==> config.mk <==
export PLATFORM = sky130hd
export DESIGN_NAME = signed_int_to_decimal_ascii_top_flat
export DESIGN_NICKNAME = d
export VERILOG_FILES = /design/src/hw/rtl/sitda_pkg.sv /design/src/hw/rtl/sitda_if.sv /design/src/hw/rtl/sitda_bcd_stage.sv /design/src/hw/rtl/sitda_serializer.sv /design/src/hw/rtl/signed_int_to_decimal_ascii_top.sv /design/src/flat_wrapper.sv
export SDC_FILE = /design/constraint.sdc
export NUM_CORES = 2
export LEC_CHECK = 0
export BUFFER_PORTS_ARGS = -buffer_cell sky130_fd_sc_hd__buf_2
export CAP_MARGIN = 15
export CORE_ASPECT_RATIO = 0.9
export CORE_MARGIN = 8
export CORE_UTILIZATION = 35
export DETAILED_ROUTE_END_ITERATION = 8
export SLEW_MARGIN = 5
export SYNTH_ARGS = -nofsm -noshare
export SYNTH_HDL_FRONTEND = slang
export SYNTH_SLANG_ARGS = --single-unit
==> constraint.sdc <==
create_clock -name clock -period 11.3 [get_ports clock]
set_clock_uncertainty 0.1 [all_clocks]
set_input_delay 0 -clock clock [delete_from_list [all_inputs] [get_ports clock]]
set_output_delay 0 -clock clock [all_outputs]
set_load 0.03 [all_outputs]
==> src/hw/rtl/sitda_pkg.sv <==
// Shared constants, types and payload struct for the signed integer to decimal text converter.
package sitda_pkg;

   localparam int ValueWidth    = 64;
   localparam int NumDigits     = 19;
   localparam int DigitWidth    = 4;
   localparam int BcdWidth      = NumDigits * DigitWidth;
   localparam int BitsPerStage  = 8;
   localparam int NumBcdStages  = ValueWidth / BitsPerStage;
   localparam int DigitIdxWidth = $clog2(NumDigits);
   localparam int CharWidth     = 8;

   localparam logic [CharWidth-1:0]  CharZero  = 8'h30;
   localparam logic [CharWidth-1:0]  CharMinus = 8'h2D;
   localparam logic [DigitWidth-1:0] DigitFive = 4'd5;
   localparam logic [DigitWidth-1:0] DigitBias = 4'd3;

   // Data carried down the conversion pipeline.
   typedef struct packed {
      logic                  neg;
      logic [BcdWidth-1:0]   bcd;
      logic [ValueWidth-1:0] mag;
   } pipe_type;

endpackage

==> src/hw/rtl/sitda_if.sv <==
// Valid/ready channel interfaces for the request and response sides.
interface sitda_req_if;
   logic                                 valid;
   logic                                 ready;
   logic signed [sitda_pkg::ValueWidth-1:0] value;

   modport source (output valid, output value, input ready);
   modport sink   (input valid, input value, output ready);
endinterface

interface sitda_rsp_if;
   logic                                valid;
   logic                                ready;
   logic [sitda_pkg::CharWidth-1:0]     text_char;
   logic                                last_char;

   modport source (output valid, output text_char, output last_char, input ready);
   modport sink   (input valid, input text_char, input last_char, output ready);
endinterface

==> src/hw/rtl/sitda_bcd_stage.sv <==
// One register stage of the binary to BCD conversion, eight shift-and-adjust steps deep.
module sitda_bcd_stage (
   input  logic               clock,
   input  logic               reset,
   input  logic               in_valid,
   output logic               in_ready,
   input  sitda_pkg::pipe_type in_data,
   output logic               out_valid,
   input  logic               out_ready,
   output sitda_pkg::pipe_type out_data
);

   logic                valid_ff;
   logic                valid_in;
   sitda_pkg::pipe_type data_ff;
   sitda_pkg::pipe_type data_in;
   logic                load;

   // Each step adjusts every digit of five or more by three, then shifts in the next bit.
   always_comb begin
      logic [sitda_pkg::BcdWidth-1:0]   bcd;
      logic [sitda_pkg::ValueWidth-1:0] mag;
      bcd = in_data.bcd;
      mag = in_data.mag;
      for (int s = 0; s < sitda_pkg::BitsPerStage; s++) begin
         for (int d = 0; d < sitda_pkg::NumDigits; d++) begin
            if (bcd[d*sitda_pkg::DigitWidth +: sitda_pkg::DigitWidth] >= sitda_pkg::DigitFive) begin
               bcd[d*sitda_pkg::DigitWidth +: sitda_pkg::DigitWidth] =
                  bcd[d*sitda_pkg::DigitWidth +: sitda_pkg::DigitWidth] + sitda_pkg::DigitBias;
            end
         end
         bcd = {bcd[sitda_pkg::BcdWidth-2:0], mag[sitda_pkg::ValueWidth-1]};
         mag = {mag[sitda_pkg::ValueWidth-2:0], 1'b0};
      end
      data_in.neg = in_data.neg;
      data_in.bcd = bcd;
      data_in.mag = mag;
   end

   assign in_ready = !valid_ff || out_ready;
   assign load     = in_valid && in_ready;
   assign valid_in = load ? 1'b1 : (out_ready ? 1'b0 : valid_ff);

   always_ff @(posedge clock) begin
      if (reset) begin
         valid_ff <= 1'b0;
      end else begin
         valid_ff <= valid_in;
      end
   end

   always_ff @(posedge clock) begin
      if (load) begin
         data_ff <= data_in;
      end
   end

   assign out_valid = valid_ff;
   assign out_data  = data_ff;

endmodule

==> src/hw/rtl/sitda_serializer.sv <==
// Holds one converted value and sends its characters out one per cycle while rsp.ready is high, leading zeros dropped.
module sitda_serializer (
   input  logic                clock,
   input  logic                reset,
   input  logic                in_valid,
   output logic                in_ready,
   input  sitda_pkg::pipe_type in_data,
   sitda_rsp_if.source         rsp
);

   logic                                busy_ff;
   logic                                busy_in;
   logic                                neg_ff;
   logic                                neg_in;
   logic [sitda_pkg::DigitIdxWidth-1:0] pos_ff;
   logic [sitda_pkg::DigitIdxWidth-1:0] pos_in;
   logic [sitda_pkg::DigitWidth-1:0]    digits_ff [sitda_pkg::NumDigits];
   logic [sitda_pkg::DigitIdxWidth-1:0] top_digit;
   logic                                cur_last;
   logic                                out_fire;
   logic                                load;

   // Index of the most significant nonzero digit; zero when the value is zero.
   always_comb begin
      top_digit = '0;
      for (int d = 0; d < sitda_pkg::NumDigits; d++) begin
         if (in_data.bcd[d*sitda_pkg::DigitWidth +: sitda_pkg::DigitWidth] != '0) begin
            top_digit = sitda_pkg::DigitIdxWidth'(d);
         end
      end
   end

   assign cur_last = !neg_ff && (pos_ff == '0);
   assign out_fire = busy_ff && rsp.ready;
   assign in_ready = !busy_ff || (rsp.ready && cur_last);
   assign load     = in_valid && in_ready;

   always_comb begin
      busy_in = busy_ff;
      neg_in  = neg_ff;
      pos_in  = pos_ff;
      if (load) begin
         busy_in = 1'b1;
         neg_in  = in_data.neg;
         pos_in  = top_digit;
      end else if (out_fire) begin
         if (neg_ff) begin
            neg_in = 1'b0;
         end else if (pos_ff == '0) begin
            busy_in = 1'b0;
         end else begin
            pos_in = pos_ff - 1'b1;
         end
      end
   end

   always_ff @(posedge clock) begin
      if (reset) begin
         busy_ff <= 1'b0;
      end else begin
         busy_ff <= busy_in;
      end
   end

   always_ff @(posedge clock) begin
      neg_ff <= neg_in;
      pos_ff <= pos_in;
      if (load) begin
         for (int d = 0; d < sitda_pkg::NumDigits; d++) begin
            digits_ff[d] <= in_data.bcd[d*sitda_pkg::DigitWidth +: sitda_pkg::DigitWidth];
         end
      end
   end

   assign rsp.valid     = busy_ff;
   assign rsp.last_char = cur_last;
   assign rsp.text_char = neg_ff ? sitda_pkg::CharMinus
                                 : sitda_pkg::CharZero + {4'b0000, digits_ff[pos_ff]};

endmodule

==> src/hw/rtl/signed_int_to_decimal_ascii_top.sv <==
// Top level of the signed 64-bit integer to decimal ASCII text converter.
//
// Usage: a request on req_chan carries one signed 64-bit value. The block answers
// with its decimal text on rsp_chan, one ASCII character per response, most
// significant first: a minus sign for negative values, then the digits with
// leading zeros dropped. Zero gives a single '0'. last_char marks the final
// character of each value, so a run is 1 to 20 responses long.
// Path: the first character of a value goes through the magnitude register, each
// of the eight BCD conversion stages and the serializer's own register, which
// drives it as soon as it loads, when nothing is ahead of it.
// Throughput: the serializer sends one character per cycle while the receiver is ready,
// so a value holds it until all of its characters (1 to 20) are sent; the pipeline in front
// of it holds up to nine more requests, and req_chan.ready drops only when all
// of those stages are full. A stalled receiver freezes the current character
// and backs up the pipeline without losing or repeating anything.
// Reset is synchronous and active high; it empties every stage and the
// serializer, after which the block accepts a request at once.
module signed_int_to_decimal_ascii_top (
   input  logic       clock,
   input  logic       reset,
   sitda_req_if.sink  req_chan,
   sitda_rsp_if.source rsp_chan
);

   logic                in_valid_ff;
   logic                in_valid_in;
   sitda_pkg::pipe_type in_data_ff;
   sitda_pkg::pipe_type in_data_in;
   logic                in_load;

   logic                pipe_valid [sitda_pkg::NumBcdStages+1];
   logic                pipe_ready [sitda_pkg::NumBcdStages+1];
   sitda_pkg::pipe_type pipe_data  [sitda_pkg::NumBcdStages+1];

   // Input stage: take the magnitude as an unsigned quantity, which also covers
   // the most negative value exactly.
   assign req_chan.ready = !in_valid_ff || pipe_ready[0];
   assign in_load        = req_chan.valid && req_chan.ready;
   assign in_valid_in    = in_load ? 1'b1 : (pipe_ready[0] ? 1'b0 : in_valid_ff);

   always_comb begin
      in_data_in.neg = req_chan.value[sitda_pkg::ValueWidth-1];
      in_data_in.bcd = '0;
      in_data_in.mag = in_data_in.neg ? (sitda_pkg::ValueWidth'(0) - req_chan.value)
                                      : req_chan.value;
   end

   always_ff @(posedge clock) begin
      if (reset) begin
         in_valid_ff <= 1'b0;
      end else begin
         in_valid_ff <= in_valid_in;
      end
   end

   always_ff @(posedge clock) begin
      if (in_load) begin
         in_data_ff <= in_data_in;
      end
   end

   assign pipe_valid[0] = in_valid_ff;
   assign pipe_data[0]  = in_data_ff;

   // Binary to BCD conversion, eight input bits per stage, most significant first.
   for (genvar g = 0; g < sitda_pkg::NumBcdStages; g++) begin : g_bcd
      sitda_bcd_stage u_stage (
         .clock     (clock),
         .reset     (reset),
         .in_valid  (pipe_valid[g]),
         .in_ready  (pipe_ready[g]),
         .in_data   (pipe_data[g]),
         .out_valid (pipe_valid[g+1]),
         .out_ready (pipe_ready[g+1]),
         .out_data  (pipe_data[g+1])
      );
   end

   // The serializer turns the finished digits into the character stream.
   sitda_serializer u_ser (
      .clock    (clock),
      .reset    (reset),
      .in_valid (pipe_valid[sitda_pkg::NumBcdStages]),
      .in_ready (pipe_ready[sitda_pkg::NumBcdStages]),
      .in_data  (pipe_data[sitda_pkg::NumBcdStages]),
      .rsp      (rsp_chan)
   );

   // A minus sign always has digits after it.
   a_minus_not_last: assert property (@(posedge clock) disable iff (reset)
      (rsp_chan.valid && rsp_chan.text_char == sitda_pkg::CharMinus) |-> !rsp_chan.last_char)
      else $error("minus sign flagged as last character");

   // Every character is a minus sign or a decimal digit.
   a_char_range: assert property (@(posedge clock) disable iff (reset)
      rsp_chan.valid |-> (rsp_chan.text_char == sitda_pkg::CharMinus ||
                          (rsp_chan.text_char >= sitda_pkg::CharZero &&
                           rsp_chan.text_char <= 8'h39)))
      else $error("character outside minus and digits");

   // A character taken after a minus sign starts the digits and is never a zero.
   a_no_leading_zero: assert property (@(posedge clock) disable iff (reset)
      (rsp_chan.valid && rsp_chan.ready && rsp_chan.text_char == sitda_pkg::CharMinus)
      |=> (rsp_chan.text_char != sitda_pkg::CharZero))
      else $error("leading zero after minus sign");

   // The input stage never drops a held value while the conversion pipeline is full.
   a_hold_on_stall: assert property (@(posedge clock) disable iff (reset)
      (in_valid_ff && !pipe_ready[0]) |=> (in_valid_ff && $stable(in_data_ff)))
      else $error("input stage lost a held value");

endmodule
==> src/flat_wrapper.sv <==
// flat-port wrapper written by rule: the top's interface ports become plain ports
module signed_int_to_decimal_ascii_top_flat 
  (clock, reset, req_chan_valid, req_chan_value, req_chan_ready, rsp_chan_valid, rsp_chan_text_char, rsp_chan_last_char, rsp_chan_ready);
  sitda_req_if req_chan_i ();
  sitda_rsp_if rsp_chan_i ();
  input  logic clock;
  input  logic reset;
  input wire logic [$bits(req_chan_i.valid)-1:0] req_chan_valid;
  input wire logic [$bits(req_chan_i.value)-1:0] req_chan_value;
  output wire logic [$bits(req_chan_i.ready)-1:0] req_chan_ready;
  output wire logic [$bits(rsp_chan_i.valid)-1:0] rsp_chan_valid;
  output wire logic [$bits(rsp_chan_i.text_char)-1:0] rsp_chan_text_char;
  output wire logic [$bits(rsp_chan_i.last_char)-1:0] rsp_chan_last_char;
  input wire logic [$bits(rsp_chan_i.ready)-1:0] rsp_chan_ready;
  assign req_chan_i.valid = req_chan_valid;
  assign req_chan_i.value = req_chan_value;
  assign req_chan_ready = req_chan_i.ready;
  assign rsp_chan_valid = rsp_chan_i.valid;
  assign rsp_chan_text_char = rsp_chan_i.text_char;
  assign rsp_chan_last_char = rsp_chan_i.last_char;
  assign rsp_chan_i.ready = rsp_chan_ready;
  signed_int_to_decimal_ascii_top u_core (.clock(clock), .reset(reset), .req_chan(req_chan_i), .rsp_chan(rsp_chan_i));
endmodule
==> impl_metrics.tcl <==
set metrics [dict create \
    status "completed" \
    start_util_pct 35.12 \
    cp-end-kind "flip-flop" \
    numCtsBuffers 93 \
    rows 182 \
    drc 0 \
    hold_class "in -> reg" \
    clk_pin_slew_ns 0.06 \
    first_iter_violations 5317 \
    r2r_setup_slack_ns 3.30 \
    reg2regPathDepth 32 \
    max_stage_delay_ns 0.44 \
    critPathSlowestCell "edfxtp_1" \
    setup_viol 0 \
    hold_path_depth 3 \
    grt_max_degree 78 \
    fmax_ghz 0.1251 \
    cpMostUsedCell "ha_1" \
    drv_slew 0 \
    fin_crit_sh_pct 70.76 \
    r2r_end "u_core.g_bcd[3].u_stage.out_data[80]" \
    critPathTopFamily "compound AO/OA/AOI/OAI gates" \
    fp.dieArea_sq_um 290500 \
    wl_microns 201000 \
    drive_above_1_share_pct 6.982 \
    cts_root_buf "clkbuf_16" \
    worstMarginPinSlew_ns 1.123 \
    die_h_microns 512.1 \
    num_vias 86610 \
    clock_latency_ns 0.73 \
    wl_per_cell_microns 12.66 \
    place_hpwl_microns 150600 \
    fin_crit_ns 7.996 \
    crit_required_ns 11.65 \
    routed_via_density 5.453 \
    portBuffers 75 \
    grt_pass1_wl_microns 344800 \
    worstReg2RegStart "u_core.g_bcd[2].u_stage.out_data[68]" \
    core_sq_um 272600 \
    grt_overflow 0 \
    clockBufferDepth 3 \
    arrival_ns 8.35 \
    cts_resized 0 \
    synthCells 12110 \
    synth.distinct_cells 121 \
    timing.slew.headroom_pct 24.61 \
    ant_nets 0 \
    grt_pass1_vias 75460 \
    placedCellCount 15560 \
    drt_pre_antenna_iters 7 \
    cp-startpoint "u_core.g_bcd[2].u_stage.out_data[68]" \
    multiInputGateArea_sq_um 68770 \
    syn2layout_area_growth_pct 9.289 \
    max_cap_viol_count 0 \
    final_cells 15880 \
    rsz0062_at_grt "false" \
    hold_viol 0 \
    cts_setup_buffers 0 \
    worstSetupPathType "reg -> reg" \
    worstHoldStart "req_chan_value[27]" \
    setup_tns_ns 0 \
    nets 12860 \
    ctsHoldBuffers 151 \
    gp_congestion 0.8088 \
    groute.usage.overall_pct 12.94 \
    netlist_top_cells_area "edfxtp_1 23%, ha_1 7.5%, a21oi_1 5.3%" \
    syn_area_sq_um 95730 \
    clock_sinks 764 \
    avgSynthCellArea_sq_um 7.903 \
    synth.top_cell.area_share_pct 23.50 \
    cts_tree "yes" \
    antenna_found_initial 7 \
    ys_seq_area_share_pct 23.81 \
    synthFlopType "edfxtp_1" \
    n_fill_cell 27670 \
    synth_edf_count 749 \
    final-seq-area_sq_um 22790 \
    async_flop_share_pct 0 \
    ys_ff_latch 764 \
    synth_area_leader_cell "edfxtp_1" \
    worst_setup_path_start_kind "flip-flop" \
    htreeDepth 3 \
    ios 79 \
    crit_fanout 11 \
    hold_path_end "u_core.in_data_ff[27]" \
    synth_warnings 0 \
    die_w_microns 567.3 \
    path_buf_inv 3 \
]
## cells in the mapped netlist, types with 118 or more instances
cell type and instances:
a211oi_1 219, a21o_1 165, a21oi_1 1023, a31oi_1 215
and2_1 142, clkbuf_1 228, edfxtp_1 749, ha_1 573
inv_1 854, mux2_2 237, mux2i_1 371, nand2_1 882
nand2b_1 271, nand3_1 279, nor2_1 1087, nor2b_1 169
nor3_1 342, nor3b_1 118, o211ai_1 240, o21a_1 151
o21ai_0 963, o21ai_1 126, o22ai_1 132, o31ai_1 131
xnor2_1 499, xor2_1 146
## worst max-delay path by stage
| stage | to | slack [ns] | cells after the start |
|---|---|---|---|
| floorplan | u_core.g_bcd[5].u_stage.out_data[100] | 3.26 | 7 |
| global placement | u_core.g_bcd[3].u_stage.out_data[80] | 3.36 | 32 |
| detailed placement | u_core.g_bcd[3].u_stage.out_data[80] | 3.32 | 32 |
| CTS | u_core.g_bcd[3].u_stage.out_data[80] | 3.31 | 32 |
| global route | u_core.g_bcd[6].u_stage.out_data[69] | 2.44 | 31 |
| finish | u_core.g_bcd[3].u_stage.out_data[80] | 3.30 | 32 |
## registers in the layout (all words and copies together), names as in the netlist, named ones only
name and cells:
u_core.g_bcd.u_stage.out_data 602, u_core.g_bcd.u_stage.out_valid 8, u_core.in_valid_ff 1, u_core.u_ser.neg_ff 1
u_core.u_ser.pos_ff 5, u_core.u_ser.digits_ff 76, u_core.u_ser.rsp.valid 1, u_core.in_data_ff 65
## worst min-delay path, stage by stage
cell           delay [ns]
dlygate4sd3_1        0.51
buf_2                0.12
xnor2_1              0.15
## stage by stage
step,hold slack (ns),util (%),setup slack (ns),cell area [sq um]
after floorplan,-0.001131,-,3.256,95730
after global placement,0.1492,36.70,3.363,100000
after detailed placement,0.1446,36.70,3.317,100000
after CTS,0.02961,38.38,3.315,104600
after global routing,0.07375,38.38,2.445,104600
final,0.1176,38.38,3.304,104600
## cell type report
| type | instances | area share (%) |
|---|---|---|
| multi-input cells | 10220 | 65.73 |
| clock inverters | 61 | 0.6446 |
| inverters | 874 | 3.136 |
| diodes | 5 | 0.01196 |
| repair buffers | 269 | 2.112 |
| well taps | 3588 | 4.291 |
| flip-flops and latches | 764 | 21.79 |
| clock buffers | 105 | 2.288 |
## cells in the final DEF (no fill, tap or decap), types with 73 or more instances in the layout
cell type	synthesis	final
and3_1	84	84
o22ai_1	132	132
a31oi_1	215	213
o31ai_1	131	131
clkbuf_16	0	94
xor2_1	146	146
nand2b_1	271	271
and2_1	142	142
mux2i_1	371	371
nor2b_1	169	165
nor3_1	342	342
nand3_1	279	279
o21a_1	151	151
dlygate4sd3_1	0	151
a211oi_1	219	219
mux2_2	237	237
nor2_1	1087	1087
or3_1	86	86
inv_1	854	854
nand2_1	882	882
o21ai_1	126	126
buf_2	21	75
a31o_2	73	73
o211ai_1	240	240
nor3b_1	118	118
a21oi_1	1023	1023
ha_1	573	573
edfxtp_1	749	749
a211o_1	80	80
or2_2	100	100
xnor2_1	499	499
o21ai_0	963	963
o21bai_1	92	92
a21o_1	165	165
## metal layers
metal / share of wire, % / GRT usage, %
met3: 2.9 / 1.544
met4: 1.7 / 2.446
met5: 0 / 0
met2: 43 / 21.29
met1: 52 / 18.30
## cell families after synthesis
group / count (synthesis) / synth area share [%]
AOI/OAI and AO/OA: 4483 / 30.84
xor gates and xnor gates: 666 / 6.286
adders and majority gates: 608 / 7.857
buffers and inverters: 1133 / 4.487
DFF: 764 / 23.81
muxes: 629 / 7.152
other: 2 / 0.007845
and+or+nand+nor: 3827 / 19.56
Power is not shown: default switching activity piles up to over one toggle a cycle in this logic, so the estimate is an artifact.
